--- config.mk ---
export PLATFORM = sky130hd
export DESIGN_NAME = temperature_peak_trend_logger
export DESIGN_NICKNAME = d
export VERILOG_FILES = /design/src/rtl/tptl_pkg.sv /design/src/rtl/tptl_csr.sv /design/src/rtl/tptl_core.sv /design/src/rtl/temperature_peak_trend_logger.sv
export SDC_FILE = /design/constraint.sdc
export NUM_CORES = 1
export LEC_CHECK = 0
export ABC_AREA = 1
export BUFFER_PORTS_ARGS = -buffer_cell sky130_fd_sc_hd__buf_2
export CAP_MARGIN = 10
export CORE_ASPECT_RATIO = 0.8
export CORE_MARGIN = 1
export CORE_UTILIZATION = 45
export DETAILED_ROUTE_END_ITERATION = 10
export GPL_ROUTABILITY_DRIVEN = 1
export MAX_ROUTING_LAYER = met4
export SYNTH_ARGS = -nofsm -noshare
export SYNTH_HDL_FRONTEND = slang
export SYNTH_SLANG_ARGS = --single-unit
--- constraint.sdc ---
create_clock -name clock -period 7.4 [get_ports clock]
set_input_delay 1.11 -clock clock [delete_from_list [all_inputs] [get_ports clock]]
set_output_delay 1.11 -clock clock [all_outputs]
set_load 0.005 [all_outputs]
--- src/rtl/tptl_pkg.sv ---
// types and constants shared by the temperature peak and trend logger
// no dependencies
`default_nettype none

package tptl_pkg;

   localparam int RawW     = 15;
   localparam int SecW     = 32;
   localparam int StampW   = 36;
   localparam int TempW    = 14;
   localparam int ThrW     = 10;
   localparam int LimW     = 8;
   localparam int DayLsb   = 14;
   localparam int DayW     = 5;
   localparam int ReqDataW = 88;
   localparam int RspDataW = 104;
   localparam int CsrIdxW  = 2;
   localparam int CsrDataW = 32;

   // rejected readings; zero and 8500, both within the signed reading
   localparam logic signed [RawW-1:0] RawBadZero = 15'sd0;
   localparam logic signed [RawW-1:0] RawBadInit = 15'sd8500;

   localparam logic [LimW-1:0] CountMax = 8'd255;

   localparam logic [ThrW-1:0] RiseThresholdRst  = 10'd18;
   localparam logic [LimW-1:0] StableLimitRst    = 8'd30;
   localparam logic [SecW-1:0] ArchiveHoldoffRst = 32'd60;

   localparam logic [CsrIdxW-1:0] CsrRiseThreshold  = 2'd0;
   localparam logic [CsrIdxW-1:0] CsrStableLimit    = 2'd1;
   localparam logic [CsrIdxW-1:0] CsrArchiveHoldoff = 2'd2;

   typedef enum logic [1:0] {
      TREND_STEADY  = 2'd0,
      TREND_RISING  = 2'd1,
      TREND_FALLING = 2'd2
   } trend_type;

   typedef struct packed {
      logic [ThrW-1:0] rise_threshold;
      logic [LimW-1:0] stable_limit;
      logic [SecW-1:0] archive_holdoff;
   } cfg_type;

   // last field in the lowest bits, as on the stream
   typedef struct packed {
      logic [StampW-1:0]      stamp;
      logic [SecW-1:0]        now_seconds;
      logic signed [RawW-1:0] raw_temp;
   } sample_type;

   typedef struct packed {
      logic [StampW-1:0] archived_stamp;
      logic [TempW-1:0]  archived_temp;
      logic [StampW-1:0] peak_stamp;
      logic [TempW-1:0]  peak_temp;
      trend_type         trend;
   } result_type;

endpackage

`default_nettype wire

--- src/rtl/tptl_csr.sv ---
// configuration registers of the logger
// depends on tptl_pkg
`default_nettype none

module tptl_csr (
   input  wire logic                         clock,
   input  wire logic                         reset,
   input  wire logic                         csr_we,
   input  wire logic [tptl_pkg::CsrIdxW-1:0]  csr_index,
   input  wire logic [tptl_pkg::CsrDataW-1:0] csr_wdata,
   output tptl_pkg::cfg_type                 cfg
);
   import tptl_pkg::*;

   cfg_type cfg_ff;
   cfg_type cfg_in;

   always_comb begin
      cfg_in = cfg_ff;
      if (csr_we) begin
         unique case (csr_index)
            CsrRiseThreshold:  cfg_in.rise_threshold  = csr_wdata[ThrW-1:0];
            CsrStableLimit:    cfg_in.stable_limit    = csr_wdata[LimW-1:0];
            CsrArchiveHoldoff: cfg_in.archive_holdoff = csr_wdata[SecW-1:0];
            default: begin
            end
         endcase
      end
   end

   always_ff @(posedge clock) begin
      if (reset) begin
         cfg_ff.rise_threshold  <= RiseThresholdRst;
         cfg_ff.stable_limit    <= StableLimitRst;
         cfg_ff.archive_holdoff <= ArchiveHoldoffRst;
      end else begin
         cfg_ff <= cfg_in;
      end
   end

   assign cfg = cfg_ff;

endmodule

`default_nettype wire

--- src/rtl/tptl_core.sv ---
// trend, peak and archive state with the per-item update logic
// depends on tptl_pkg
`default_nettype none

module tptl_core (
   input  wire logic                 clock,
   input  wire logic                 reset,
   input  wire logic                 step,
   input  wire tptl_pkg::sample_type sample,
   input  wire tptl_pkg::cfg_type    cfg,
   output tptl_pkg::result_type      result
);
   import tptl_pkg::*;

   logic signed [RawW-1:0] last_good_ff, last_good_in;
   logic signed [RawW-1:0] prev_temp_ff, prev_temp_in;
   trend_type              trend_ff, trend_in;
   logic [LimW-1:0]        count_ff, count_in;
   logic [TempW-1:0]       peak_ff, peak_in;
   logic [StampW-1:0]      peak_time_ff, peak_time_in;
   logic [TempW-1:0]       archive_ff, archive_in;
   logic [StampW-1:0]      archive_time_ff, archive_time_in;
   logic [SecW-1:0]        last_archive_ff, last_archive_in;

   logic                   raw_ok;
   logic                   clock_ok;
   logic signed [RawW-1:0] temp;
   logic signed [RawW+1:0] temp_wide;
   logic signed [RawW+1:0] jump_level;
   logic [SecW-1:0]        elapsed;
   logic                   peak_pos;
   logic                   jump;
   logic                   archive_take;
   logic                   count_up;
   logic [LimW-1:0]        count_a;
   logic                   settle;
   logic [TempW-1:0]       peak_a;
   logic                   peak_take;

   always_comb begin
      raw_ok       = (sample.raw_temp != RawBadZero) && (sample.raw_temp != RawBadInit);
      temp         = raw_ok ? sample.raw_temp : last_good_ff;
      clock_ok     = |sample.stamp[DayLsb +: DayW];
      peak_pos     = (peak_ff != '0);
      temp_wide    = {{2{temp[RawW-1]}}, temp};
      jump_level   = {{2{prev_temp_ff[RawW-1]}}, prev_temp_ff}
                   + $signed({{(RawW+2-ThrW){1'b0}}, cfg.rise_threshold});
      jump         = clock_ok && peak_pos && (temp_wide > jump_level);
      elapsed      = sample.now_seconds - last_archive_ff;
      archive_take = jump && (elapsed > cfg.archive_holdoff);

      count_up = clock_ok && (trend_ff != TREND_STEADY) && (temp == prev_temp_ff)
               && (count_ff != CountMax);
      count_a  = count_up ? count_ff + 8'd1 : count_ff;
      settle   = (trend_ff != TREND_STEADY) && (count_a > cfg.stable_limit);
      count_in = settle ? '0 : count_a;

      trend_in = settle ? TREND_STEADY : trend_ff;
      if (clock_ok && peak_pos && (temp > prev_temp_ff)) begin
         trend_in = TREND_RISING;
      end
      if (clock_ok && (temp < prev_temp_ff)) begin
         trend_in = TREND_FALLING;
      end

      peak_a       = jump ? '0 : peak_ff;
      peak_take    = clock_ok && (temp > $signed({1'b0, peak_a}));
      peak_in      = peak_take ? temp[TempW-1:0] : peak_a;
      peak_time_in = peak_take ? sample.stamp : peak_time_ff;

      archive_in      = archive_take ? peak_ff : archive_ff;
      archive_time_in = archive_take ? peak_time_ff : archive_time_ff;
      last_archive_in = archive_take ? sample.now_seconds : last_archive_ff;

      prev_temp_in = clock_ok ? temp : prev_temp_ff;
      last_good_in = raw_ok ? sample.raw_temp : last_good_ff;
   end

   always_ff @(posedge clock) begin
      if (reset) begin
         last_good_ff    <= '0;
         prev_temp_ff    <= '0;
         trend_ff        <= TREND_STEADY;
         count_ff        <= '0;
         peak_ff         <= '0;
         peak_time_ff    <= '0;
         archive_ff      <= '0;
         archive_time_ff <= '0;
         last_archive_ff <= '0;
      end else if (step) begin
         last_good_ff    <= last_good_in;
         prev_temp_ff    <= prev_temp_in;
         trend_ff        <= trend_in;
         count_ff        <= count_in;
         peak_ff         <= peak_in;
         peak_time_ff    <= peak_time_in;
         archive_ff      <= archive_in;
         archive_time_ff <= archive_time_in;
         last_archive_ff <= last_archive_in;
      end
   end

   assign result.trend          = trend_in;
   assign result.peak_temp      = peak_in;
   assign result.peak_stamp     = peak_time_in;
   assign result.archived_temp  = archive_in;
   assign result.archived_stamp = archive_time_in;

   // no clock, no change to sample history or peaks
   a_no_clock_hold: assert property (@(posedge clock) disable iff (reset)
      (step && !clock_ok) |=> ($stable(prev_temp_ff) && $stable(peak_ff)
                               && $stable(archive_ff)))
      else $error("state moved while stamp day was zero");

   a_prev_follows: assert property (@(posedge clock) disable iff (reset)
      (step && clock_ok) |=> (prev_temp_ff == $past(temp)))
      else $error("previous sample not taken");

   a_archive_time: assert property (@(posedge clock) disable iff (reset)
      (step && archive_take) |=> ((last_archive_ff == $past(sample.now_seconds))
                                  && (archive_ff == $past(peak_ff))))
      else $error("archive capture inconsistent");

endmodule

`default_nettype wire

--- src/rtl/temperature_peak_trend_logger.sv ---
// top level of the temperature peak and trend logger: input and result registers
// depends on tptl_pkg, tptl_csr, tptl_core
//
//   channel  ports     direction  contents
//   req      req_t*    in         raw_temp, now_seconds, stamp
//   rsp      rsp_t*    out        trend, peak_temp, peak_stamp, archived_temp, archived_stamp
//   csr      csr_*     in         rise_threshold, stable_limit, archive_holdoff
//
// one item per cycle sustained while rsp is not stalled; an accepted req reaches rsp valid through
// the input register, then the single update stage into the result register
// reset clears both valid flags, all history state and loads register defaults
// a stalled rsp holds the result and the input register, then req_tready drops
`default_nettype none

module temperature_peak_trend_logger (
   input  wire logic                          clock,
   input  wire logic                          reset,
   input  wire logic                          req_tvalid,
   output logic                               req_tready,
   // raw_temp, now_seconds, stamp, zero fill
   input  wire logic [tptl_pkg::ReqDataW-1:0] req_tdata,
   output logic                               rsp_tvalid,
   input  wire logic                          rsp_tready,
   // trend, peak_temp, peak_stamp, archived_temp, archived_stamp, zero fill
   output logic [tptl_pkg::RspDataW-1:0]      rsp_tdata,
   input  wire logic                          csr_we,
   input  wire logic [tptl_pkg::CsrIdxW-1:0]  csr_index,
   input  wire logic [tptl_pkg::CsrDataW-1:0] csr_wdata
);
   import tptl_pkg::*;

   localparam int SampleW = $bits(sample_type);
   localparam int ResultW = $bits(result_type);

   logic       in_valid_ff, in_valid_in;
   sample_type in_data_ff;
   logic       rsp_valid_ff, rsp_valid_in;
   result_type rsp_data_ff;
   logic       req_fire;
   logic       advance;
   cfg_type    cfg;
   result_type result;

   tptl_csr u_csr (
      .clock     (clock),
      .reset     (reset),
      .csr_we    (csr_we),
      .csr_index (csr_index),
      .csr_wdata (csr_wdata),
      .cfg       (cfg)
   );

   tptl_core u_core (
      .clock  (clock),
      .reset  (reset),
      .step   (advance),
      .sample (in_data_ff),
      .cfg    (cfg),
      .result (result)
   );

   always_comb begin
      advance    = in_valid_ff && (!rsp_valid_ff || rsp_tready);
      req_tready = !in_valid_ff || advance;
      req_fire   = req_tvalid && req_tready;

      in_valid_in = in_valid_ff;
      if (req_fire) begin
         in_valid_in = 1'b1;
      end else if (advance) begin
         in_valid_in = 1'b0;
      end

      rsp_valid_in = rsp_valid_ff;
      if (advance) begin
         rsp_valid_in = 1'b1;
      end else if (rsp_tready) begin
         rsp_valid_in = 1'b0;
      end
   end

   always_ff @(posedge clock) begin
      if (reset) begin
         in_valid_ff  <= 1'b0;
         rsp_valid_ff <= 1'b0;
      end else begin
         in_valid_ff  <= in_valid_in;
         rsp_valid_ff <= rsp_valid_in;
      end
   end

   always_ff @(posedge clock) begin
      if (req_fire) begin
         in_data_ff <= req_tdata[SampleW-1:0];
      end
      if (advance) begin
         rsp_data_ff <= result;
      end
   end

   assign rsp_tvalid = rsp_valid_ff;
   assign rsp_tdata  = {{(RspDataW-ResultW){1'b0}}, rsp_data_ff};

   a_advance_shows: assert property (@(posedge clock) disable iff (reset)
      advance |=> rsp_valid_ff)
      else $error("processed item did not reach the result register");

   a_no_overrun: assert property (@(posedge clock) disable iff (reset)
      (in_valid_ff && rsp_valid_ff && !rsp_tready) |-> !req_tready)
      else $error("input accepted while both stages are full");

   // a waiting result stays put until taken
   a_rsp_hold: assert property (@(posedge clock) disable iff (reset)
      (rsp_valid_ff && !rsp_tready) |=> (rsp_valid_ff && $stable(rsp_data_ff)))
      else $error("result changed while stalled");

endmodule

`default_nettype wire
==> metrics.md, run 1 <==
| Metric | Value |
|---|---|
| Status | `finished clean` |
| Share of layout cells above drive strength 1 | `0.1249` |
| Worst-path clk slew | `~60 ps` |
| Die Footprint | `roughly 0.047 mm2` |
| Iteration-0 DRC Markers | `around 1300` |
| Port-buffer cells | `~230` |
| Largest net degree at the start of global routing | `165` |
| R2R depth | `26` |
| Yosys Warn Count | `0` |
| CTS tree | `yes` |
| Worst clock skew | `about 21 ps` |
| Synth-to-Final Area Change | `14.53%` |
| Worst vdd ir | `about 0.00019 V` |
| Hold path start | `u_csr.cfg[24]$_SDFFE_PP0P_` |
| Initial antenna violation count | `11` |
| CTS hold repair buffers | `0` |
| WL final | `about 53000 um` |
| Final #Nets | `approximately 2900` |
| CTS H-tree lvls | `2` |
| Worst setup path class | `reg2reg` |
| Num ports | `233` |
| Setup crit end kind | `register` |
| Max-slew headroom | `0.2578` |
| Initial Utilization | `0.4597` |
| Die height | `approximately 190 um` |
| Clk buf depth | `3` |
| RR Startpoint | `in_data_ff[4]$_DFFE_PP_` |
| Via density | `slightly above 5` |
| Die Wd | `241.2 um` |
| Sink Count | `approximately 410` |
| Mapped cell area | `a little over 0.02 mm2` |
| Overflow after GRT | `0` |
| CP peak stage delay | `between 500 and 600 ps` |
| Slew @ Worst Pin | `between 1000 and 1500 ps` |
| Max-cap violation count | `0` |
| Via count | `roughly 17000` |
| Switch Pwr | `~2000 uW` |
| Switching share of power | `0.3075` |
| Worst min path class | `reg2reg` |
| Avg Inst Size Synth | `~8.2 um2` |
| Crit Path Max Fanout | `30` |
| Combinational share of power | `0.232` |
| Startpoint types | `register` |
| Final ANT Viol Nets | `0` |
| Wire per inst | `~16 um` |
| Crit. Startpoint | `in_data_ff[4]$_DFFE_PP_` |
| Sequential Power Share | `0.415` |
| Crit path max-delay cell type | `nand2_2` |
| Post-cts resize count | `0` |
| P_int | `roughly 4500 uW` |
| Synth Instances | `roughly 2500` |
| CORE AREA | `approximately 0.045 mm2` |
| Latest clock arrival within the worst-skew pair | `between 500 and 600 ps` |
| Drt drc | `0` |
| Netlist cell types | `just over 40` |
| Fin. max-slew vios | `0` |
| Tot GR Track Use | `0.2357` |
| Top cells by area, synth | `edfxtp_1 27%, dfxtp_1 22%, nand2_1 8.4%, a21oi_1 8.3%, ha_1 7.7%` |
| Yosys top cell by area | `edfxtp_1` |
| Setup_tns | `0 ps` |
| Final period utilization | `0.8060` |
| Post-synthesis sequential area ratio | `0.4874` |
| Most frequent CP cell | `nand2_1` |
| Fmax | `~170 MHz` |
| Core Rows | `slightly below 70` |
| #FFs+latches synth | `409` |
| Synth top area share | `0.2697` |
| CP arrival | `6290 ps` |
| Hpwl dp | `~37000 um` |
| Drt pass-1 iters | `7` |
| Leak | `~0.011 uW` |
| Final Hold Viols | `0` |
| Final Power | `6527 uW` |
| Clock power frac | `0.353` |
| Final hold slack | `464.5 ps` |
| Post-layout util | `0.5265` |
| Cell Pwr Density | `276.7 mW/mm2` |
| Number of cells on the worst hold path | `2` |
| Number of global-route vias before repair | `around 16000` |
| CTS Buf Count | `44` |
| Fin crit period | `5965 ps` |
| Critical Path RT | `7730 ps` |
| Clock root cell | `clkbuf_16` |
| Final setup violation count | `0` |
| RSZ-0062 raised after global routing | `false` |
| GPL Wtd Cong | `0.8854` |
| Post-CTS setup repair buffer count | `0` |
| First-pass GRT wire length | `between 80000 and 90000 um` |
final timing paths:
kind / to / slack [ps]
worst min register to register: u_csr.cfg[24]$_SDFFE_PP0P_ / 460
worst max-delay path: rsp_tdata[14]$_DFFE_PP_ / 1440
worst max register to register: rsp_tdata[14]$_DFFE_PP_ / 1440
worst min-delay path: u_csr.cfg[24]$_SDFFE_PP0P_ / 460
power by group through the flow:
stage / Sequential, uW / Combinational [uW] / Clock [uW]
after CTS: 2710 / 1510 / 2370
after detailed placement: 2760 / 1500 / 0
final: 2710 / 1510 / 2300
after floorplan: 2740 / 1180 / 0
after global placement: 2750 / 1470 / 0
after global routing: 2730 / 1730 / 2450
per-layer routing:
layer / GRT usage / share of wire / vias up
met2: 0.3284 / 0.42 / 415
li1: - / - / 8600
met1: 0.3409 / 0.49 / 7859
met5: - / 0 / -
met4: 0.06188 / 0.019 / 0
met3: 0.05408 / 0.071 / 67
cells by family after synthesis:
logic type / count (synthesis) / synth area share
AND/OR/NAND/NOR: 935 / 0.1894
AO/OA/AOI/OAI: 502 / 0.1269
buffers and inverters: 474 / 0.09646
flip-flops: 409 / 0.4874
adder cells (fa/ha/maj): 129 / 0.07909
XOR/XNOR: 47 / 0.01999
other: 1 / 0.0001821
multiplexers: 1 / 0.0005467
state kept, by name (all words and copies together) (netlist names):
| name | count |
|---|---|
| u_core.last_archive_ff | 32 |
| u_core.archive_ff | 14 |
| u_core.peak_ff | 14 |
| u_core.trend_ff | 2 |
| in_valid_ff | 1 |
| u_core.last_good_ff | 15 |
| u_core.peak_time_ff | 36 |
| u_core.prev_temp_ff | 15 |
| u_core.archive_time_ff | 36 |
| rsp_tvalid | 1 |
| in_data_ff | 83 |
| u_core.count_ff | 8 |
| u_csr.cfg | 50 |
| rsp_tdata | 102 |
final cells by class:
cell class                 instances  area (um2)
multi-input combinational       1616        8589
fill                            4279       21220
inverter                         359        1359
clock buffer                      59        1269
timing repair buffer             242        1291
tap                              603       754.5
antenna                           11       27.53
clock inverter                    22       260.3
sequential                       409       10040
per-stage QoR:
step,setup slack [ps],cell area (um2),std cells
global placement,1608,22030,3229
floorplan,2229,20600,2499
detailed placement,1529,22030,3229
finish,1435,23590,3321
global route,814.3,23590,3321
CTS,1525,23560,3310
layout by cell type, fill, tap and decap left out, types with 14 or more instances in the layout:
cell | Yosys | final
a21oi_1 | 342 | 342
buf_2 | 13 | 225
buf_4 | 3 | 14
clkbuf_16 | 0 | 45
dfxtp_1 | 224 | 224
edfxtp_1 | 185 | 185
ha_1 | 127 | 127
inv_1 | 349 | 347
nand2_1 | 459 | 456
nand3_1 | 202 | 202
nand4_1 | 19 | 19
nor2_1 | 232 | 231
o211ai_1 | 22 | 22
o21ai_0 | 116 | 116
xnor2_1 | 16 | 16
xor2_1 | 31 | 31
cells in the mapped netlist (all sizes together):
master / count
dfxtp: 224
ha: 127
a21boi: 1
clkinv: 4
xnor2: 16
fa: 2
a21o: 1
xor2: 31
conb: 1
inv: 355
o211ai: 22
o21ai: 117
nor2: 233
nand4: 19
o21a: 10
clkbuf: 59
edfxtp: 185
o22ai: 1
nor3: 12
o21bai: 3
nand3b: 2
nor4: 3
nand2: 462
mux2: 1
buf: 56
a21oi: 342
a31oi: 4
nand3: 204
o31ai: 1
worst max-delay path, delay by kind of cell (launching register included):
family                   cells  cell delay, ps
AO/OA/AOI/OAI                4            1200
adder cells (fa/ha/maj)      2             680
buffers and inverters        4             970
flip-flops                   1             420
AND/OR/NAND/NOR             16            2390
Power figures use the tool's default switching activity.
==> inputs of run 2 (changes only) <==
--- a/config.mk
+++ b/config.mk
@@ -5,7 +5,7 @@
 export SDC_FILE = /design/constraint.sdc
 export NUM_CORES = 1
 export LEC_CHECK = 0
-export ABC_AREA = 1
+export ABC_AREA = 0
 export BUFFER_PORTS_ARGS = -buffer_cell sky130_fd_sc_hd__buf_2
 export CAP_MARGIN = 10
 export CORE_ASPECT_RATIO = 0.8
==> constraint.sdc (replaced) <==
create_clock -name clock -period 5.8 [get_ports clock]
set_input_delay 0.87 -clock clock [delete_from_list [all_inputs] [get_ports clock]]
set_output_delay 0.87 -clock clock [all_outputs]
set_load 0.005 [all_outputs]
==> run 2 against run 1 <==
  * Sequential cell count stayed put
  * Final area is 3.7% higher
  * Via count is 14% lower
  * The run now ends with negative setup slack left
  * Highest routed layer unchanged
  * Critical path depth is 3 higher
  * Hold slack worse by 8.1 ps
  * Area after synthesis is 3.6% lower
  * Largest power group unchanged
  * Critical path type unchanged
  * Clock skew is 2.9 ps higher
==> metrics.md, run 2 <==
| Metric | Value |
|---|---|
| Synth Instances | `1852 (-26%)` |
| Clock root cell | `clkbuf_16` |
| Delay-heaviest family, CP | `compound AO/OA/AOI/OAI gates` |
| Worst min path class | `reg2reg` |
| Main flop type after synthesis | `dfxtp_1` |
| Status | `complete, but fails checks` |
| CORE AREA | `0.04331 mm2 (-3.3%)` |
| Sink Count | `409 (unchanged)` |
| Post-synth top cells | `224 x dfxtp_1, 186 x nand2_1, 185 x edfxtp_1` |
| Num ports | `233 (unchanged)` |
| Final setup violation count | `2 (+2)` |
| Avg Inst Size Synth | `10.72 um2 (+30%)` |
| Wire per inst | `18.50 um (+16%)` |
| Via count | `14605 (-14%)` |
| Via density | `5.342 (+4.7%)` |
| Hpwl dp | `33530 um (-8.4%)` |
| CP arrival | `6120 ps (-170 ps)` |
| EDFF count, synth | `185 (unchanged)` |
| Tot GR Track Use | `0.2228 (-0.01288)` |
| Worst vdd ir | `0.0001983 V (+2.7%)` |
| Final WS setup | `-4.844 ps (-1440 ps)` |
| Crit path max-delay cell type | `fa_2` |
| Placed Area | `0.02216 mm2 (+0.55%)` |
| Largest net degree at the start of global routing | `168 (+1.8%)` |
| Commonest non-fill, non-tap cells in the layout | `224 x buf_2, 221 x dfxtp_1, 185 x edfxtp_1` |
| Met2 Wirelength | `23070 um (+4.8%)` |
| Die Wd | `236.9 um (-1.8%)` |
| Cell Pwr Density | `289.1 mW/mm2 (+4.5%)` |
| Leak | `0.009566 uW (-10%)` |
| Synth-to-Final Area Change | `23.23%` |
| CP peak stage delay | `400 ps (-190 ps)` |
| Fillers | `3685 (-14%)` |
| First-pass GRT wire length | `76940 um (-8.4%)` |
| Final #Nets | `2393 (-18%)` |
| Max-slew headroom | `0.2451 (-0.01262)` |
| GPL Wtd Cong | `0.9056 (+2.3%)` |
| Ys async rst share | `0 (unchanged)` |
| Port-buffer cells | `225 (unchanged)` |
| Dpl ws | `-325.1 ps (-1854 ps)` |
| Synth top area share | `0.2798 (+0.01004)` |
| Max FFs per register | `102 (unchanged)` |
| Startpoint types | `register` |
| Drt pass-1 iters | `8 (+1)` |
| Critical Path RT | `6120 ps (-1610 ps)` |
| Die height | `189.9 um (-1.8%)` |
| Worst clock skew | `24.07 ps (+2.919 ps)` |
| Critical path buffers and inverters | `6 (+2)` |
| CTS Buf Count | `43 (-2.3%)` |
| Netlist cell types | `67 (+63%)` |
| Overflow after GRT | `0 (unchanged)` |
| Final ANT Viol Nets | `0 (unchanged)` |
| Final Hold Viols | `0 (unchanged)` |
| Fin crit period | `5805 ps (-159.8 ps)` |
| Fmax | `172.3 MHz (+2.8%)` |
| Failing checks | `negative setup slack` |
| Post-synthesis sequential area ratio | `0.5056 (+0.01815)` |
| RSZ-0062 raised after global routing | `true` |
| Fin. max-slew vios | `0 (unchanged)` |
| Metal-1 WL | `24240 um (-7.3%)` |
| Initial antenna violation count | `2 (-9)` |
| Setup crit end kind | `register` |
| Top cells by area, synth | `edfxtp_1 28%, dfxtp_1 23%, ha_1 8.0%, mux2_2 5.0%, mux2i_1 4.3%` |
| Clk buf depth | `3 (unchanged)` |
| Die Footprint | `0.04498 mm2 (-3.6%)` |
| Initial Utilization | `0.4585 (-0.001151)` |
| Worst setup path class | `reg2reg` |
| Number of global-route vias before repair | `14136 (-10%)` |
| Final Cell Area | `0.02447 mm2 (+3.7%)` |
| CTS tree | `yes` |
| CTS H-tree lvls | `2 (unchanged)` |
| CTS hold repair buffers | `0 (unchanged)` |
| Slew @ Worst Pin | `1132 ps (+18.94 ps)` |
| Count leader, synth | `dfxtp_1` |
| Drt drc | `0 (unchanged)` |
| Max-cap violation count | `0 (unchanged)` |
| Core Rows | `68 (-1.4%)` |
| Max layer used | `met4` |
| Yosys Warn Count | `0 (unchanged)` |
| Final period utilization | `1.001 (+0.1948)` |
| Most common cell after layout, fill and taps aside | `buf_2` |
| Yosys top cell by area | `edfxtp_1` |
| Latest clock arrival within the worst-skew pair | `580 ps (about the same)` |
| Crit Path Max Fanout | `14 (-53%)` |
| Iteration-0 DRC Markers | `908 (-29%)` |
| Share of layout cells above drive strength 1 | `0.2739 (+0.1491)` |
| Met3 WL | `2208 um (-41%)` |
| Worst-path clk slew | `70 ps (about the same)` |
| Mapped cell area | `0.01986 mm2 (-3.6%)` |
| WL final | `50580 um (-4.4%)` |
| #FFs+latches synth | `409 (unchanged)` |
## run 2: cells by family after synthesis
| kind of cell | after synthesis | share of synthesized area |
|---|---|---|
| buffers and inverters | 212 | 0.04196 |
| flip-flops | 409 | 0.5056 |
| other | 1 | 0.0001888 |
| XOR/XNOR | 47 | 0.02073 |
| AND/OR/NAND/NOR | 510 | 0.1341 |
| adder cells (fa/ha/maj) | 129 | 0.08204 |
| AO/OA/AOI/OAI | 371 | 0.1227 |
| multiplexers | 173 | 0.09275 |
## run 2: path summary, 6_finish.rpt
check                                      startpoint                          to  cells after the start  slack, ps
setup / recovery  u_core.prev_temp_ff[0]$_SDFFE_PP0P_     rsp_tdata[19]$_DFFE_PP_                     29         -5
hold / removal             u_csr.cfg[11]$_SDFFE_PP0P_  u_csr.cfg[11]$_SDFFE_PP0P_                      2        460
setup reg to reg  u_core.prev_temp_ff[0]$_SDFFE_PP0P_     rsp_tdata[19]$_DFFE_PP_                     29         -5
hold reg to reg            u_csr.cfg[11]$_SDFFE_PP0P_  u_csr.cfg[11]$_SDFFE_PP0P_                      2        460
## run 2: stage by stage
| stage | std cells | hold slack (ps) | setup TNS (ps) | utilization | power (uW) |
|---|---|---|---|---|---|
| detailed placement | 2635 | 450.2 | -21700 | 0.5116 | 4300 |
| finish | 2734 | 456.4 | -8.101 | 0.5651 | 7075 |
| floorplan | 1853 | 436.3 | 0 | - | 3934 |
| global placement | 2635 | 445.4 | -6561 | 0.5116 | 4279 |
| CTS | 2723 | 438.0 | 0 | 0.5484 | 7075 |
| global route | 2734 | 445.1 | -22100 | 0.5651 | 7381 |
## run 2: worst reg2reg max path: cells and delay by family, from the launching register on
kind,cells,cell delay (ps)
flops,1,330
compound gates,11,1880
xor+xnor,1,130
buf+inv,6,960
fa+ha+maj,4,1100
mux,1,360
simple gates,6,770
## run 2: final cells by class
class,count,area (um2),share of cell area
multi-input combinational,1232,9595,0.3921
clock buffer,59,1207,0.04934
clock inverter,21,190.2,0.007772
sequential,409,10040,0.4104
timing repair buffer,333,2283,0.09331
inverter,118,445.4,0.01820
tap,560,700.7,0.02863
antenna,2,5.005,0.0002045
## run 2: repair_timing
| item | in CTS | in global routing |
|---|---|---|
| pin swaps | 11 | 18 |
| gates cloned | 1 | 7 |
| setup buffers | 7 | 2 |
| gates resized for setup | 26 | 120 |
| setup endpoints to repair | 103 | 113 |
## run 2: layer usage
| metal | global-route usage | vias up |
|---|---|---|
| met2 | 0.3456 | 308 |
| met5 | - | - |
| met4 | 0.06419 | 0 |
| met3 | 0.03424 | 70 |
| met1 | 0.3022 | 6993 |
| li1 | - | 7234 |
## run 2: where the power goes
group | switching [uW] | total [uW] | leakage, uW | internal, uW
clock | 1180 | 2740 | 0.000671 | 1560
sequential | 70.6 | 3220 | 0.00363 | 3150
combinational | 628 | 1120 | 0.00527 | 494
==> inputs of run 3 (changes only) <==
--- a/config.mk
+++ b/config.mk
@@ -10,10 +10,12 @@
 export CAP_MARGIN = 10
 export CORE_ASPECT_RATIO = 0.8
 export CORE_MARGIN = 1
-export CORE_UTILIZATION = 45
+export CORE_UTILIZATION = 59
 export DETAILED_ROUTE_END_ITERATION = 10
 export GPL_ROUTABILITY_DRIVEN = 1
 export MAX_ROUTING_LAYER = met4
+export PLACE_DENSITY = 0.81
+export SETUP_SLACK_MARGIN = 0.1
 export SYNTH_ARGS = -nofsm -noshare
 export SYNTH_HDL_FRONTEND = slang
 export SYNTH_SLANG_ARGS = --single-unit
==> run 3 against run 2 <==
  * The run still ends with negative setup slack left
  * Critical path type unchanged
  * Register-to-register slack hardly changed
  * Largest power group unchanged
  * Non-clock buffer count decreased by 2
  * Hold slack improved by 2.7 ps
  * Via count up 4.1%
==> metrics.md, run 3 (synthesized netlist as in run 2, its figures left out) <==
| Metric | Value |
|---|---|
| Share of layout cells above drive strength 1 | `0.2806 (+0.006631)` |
| Worst min path class | `reg2reg` |
| Crit Path Max Fanout | `6 (-8)` |
| Area of the multi-input gates | `0.009721 mm2 (+1.3%)` |
| Wire per inst | `19.66 um (+6.3%)` |
| Finished Layout Cells | `2596 (-5.0%)` |
| CTS tree | `yes` |
| Via count | `15201 (+4.1%)` |
| GPL Wtd Cong | `0.9608 (+6.1%)` |
| CP peak stage delay | `370 ps (-30 ps)` |
| Final period utilization | `1.001 (about the same)` |
| Final hold slack | `459.1 ps (+2.744 ps)` |
| Sink Count | `409 (unchanged)` |
| RSZ-0062 raised after global routing | `true` |
| Initial Utilization | `0.6045 (+0.1460)` |
| First-pass GRT wire length | `76690 um (-0.32%)` |
| Overflow after GRT | `0 (unchanged)` |
| Drt drc | `0 (unchanged)` |
| Delay-heaviest family, CP | `compound AO/OA/AOI/OAI gates` |
| Most common cell after layout, fill and taps aside | `buf_2` |
| Leak | `0.009621 uW (+0.58%)` |
| Fin crit period | `5806 ps (+1.486 ps)` |
| Final Power | `7252 uW (+2.5%)` |
| Critical Path RT | `6090 ps (-30 ps)` |
| Via density | `5.856 (+9.6%)` |
| Initial antenna violation count | `2 (unchanged)` |
| Die Footprint | `0.03440 mm2 (-24%)` |
| Die height | `166.1 um (-13%)` |
| Worst clock skew | `22.73 ps (-1.342 ps)` |
| DP Cell Count | `2490 (-5.5%)` |
| Fmax | `172.2 MHz (about the same)` |
| Worst-path clk slew | `60 ps (about the same)` |
| Crit path max-delay cell type | `a2111oi_4` |
| Cell Pwr Density | `296.6 mW/mm2 (+2.6%)` |
| Max FFs per register | `102 (unchanged)` |
| Final ANT Viol Nets | `0 (unchanged)` |
| Core Rows | `59 (-13%)` |
| Port-buffer cells | `225 (unchanged)` |
| Critical path buffers and inverters | `6 (unchanged)` |
| Startpoint types | `register` |
| Synth-to-Final Area Change | `23.14% (about the same)` |
| Final #Nets | `2390 (-0.13%)` |
| Drt pass-1 iters | `5 (-3)` |
| Fillers | `2093 (-43%)` |
| Status | `complete, but fails checks` |
| Clock root cell | `clkbuf_16` |
| Slew @ Worst Pin | `1257 ps (+124.9 ps)` |
| CP arrival | `6100 ps (-20 ps)` |
| Tot GR Track Use | `0.2868 (+0.06395)` |
| Max-slew headroom | `0.1588 (-0.08638)` |
| Largest net degree at the start of global routing | `153 (-8.9%)` |
| Iteration-0 DRC Markers | `1319 (+45%)` |
| RR Startpoint | `u_csr.cfg[40]$_SDFFE_PP0P_` |
| Setup crit end kind | `register` |
| Max-cap violation count | `0 (unchanged)` |
| Post-layout util | `0.7444 (+0.1793)` |
| CTS H-tree lvls | `2 (unchanged)` |
| Clk buf depth | `3 (unchanged)` |
| Die Wd | `207.1 um (-13%)` |
| CTS Buf Count | `41 (-4.7%)` |
| Num ports | `233 (unchanged)` |
| Final WS setup | `-6.330 ps (-1.486 ps)` |
| WL final | `51050 um (+0.93%)` |
| Final Hold Viols | `0 (unchanged)` |
| Fin. max-slew vios | `0 (unchanged)` |
| Worst vdd ir | `0.0002264 V (+14%)` |
| CORE AREA | `0.03285 mm2 (-24%)` |
| Hold path start | `u_csr.cfg[10]$_SDFFE_PP0P_` |
| Latest clock arrival within the worst-skew pair | `560 ps (-20 ps)` |
| Hpwl dp | `32500 um (-3.1%)` |
| Worst setup path class | `reg2reg` |
| Number of global-route vias before repair | `14566 (+3.0%)` |
| Commonest non-fill, non-tap cells in the layout | `224 x buf_2, 220 x dfxtp_1, 185 x edfxtp_1` |
| Register area | `0.01004 mm2 (about the same)` |
| Reg2Reg Setup Slack | `-6 ps (about the same)` |
| Crit. Startpoint | `u_csr.cfg[40]$_SDFFE_PP0P_` |
| Failing checks | `negative setup slack` |
| Final setup violation count | `2 (unchanged)` |
run 3: changes by cell type in the layout (fill, tap and decap cells not counted), sizes merged:
cell	delta
bufinv	+5
nand3b	+1
clkinv	-3
clkbuf	-5
clkinvlp	-4
inv	+3
buf	-2
run 3: stage by stage:
| stage | TNS (ps) | setup WS (ps) | cell area (um2) |
|---|---|---|---|
| floorplan | 0 | 172.1 | 19870 |
| global placement | -12260 | -189.0 | 21850 |
| detailed placement | -23600 | -320.0 | 21850 |
| CTS | 0 | 98.65 | 23660 |
| global route | -15470 | -237.1 | 24450 |
| finish | -10.29 | -6.330 | 24450 |
run 3: path summary, 6_finish.rpt:
check                                                  end  depth (start not counted)
worst max-delay path               rsp_tdata[34]$_DFFE_PP_                         29
worst min-delay path            u_csr.cfg[10]$_SDFFE_PP0P_                          2
worst max register to register     rsp_tdata[34]$_DFFE_PP_                         29
worst min register to register  u_csr.cfg[10]$_SDFFE_PP0P_                          2
run 3: layer usage:
layer / vias to the layer above / track usage / share of wire
met2: 596 / 0.4530 / 0.47
met3: 108 / 0.04312 / 0.068
li1: 7225 / - / -
met1: 7272 / 0.3808 / 0.44
met5: - / - / 0
met4: 0 / 0.09280 / 0.029
run 3: cell type report:
class / count / area share
flip-flops and latches: 409 / 0.4108
multi-input cells: 1233 / 0.3975
repair buffers: 331 / 0.09129
clock buffers: 54 / 0.04779
well taps: 427 / 0.02185
inverters: 118 / 0.01822
clock inverters: 22 / 0.01233
diodes: 2 / 0.0002047
run 3: repair_timing:
action / CTS / global route
endpoints found under the setup margin: 100 / 111
gates cloned: 3 / 8
gates resized for setup: 56 / 115
pin swaps: 15 / 20
hold buffers: 0 / 0
hold endpoints to repair: 0 / 0
buffers inserted: 8 / 9
run 3: worst min-delay path, cell delays in order (launching register included):
cell,delay (ps)
dfxtp_1,310
nand2_1,50
a21oi_1,50
run 3: where the power goes:
| group | leakage, uW | internal (uW) | switching [uW] |
|---|---|---|---|
| clock network | 0.000724 | 1740 | 1140 |
| logic | 0.00527 | 500 | 646 |
| registers | 0.00363 | 3140 | 73.8 |
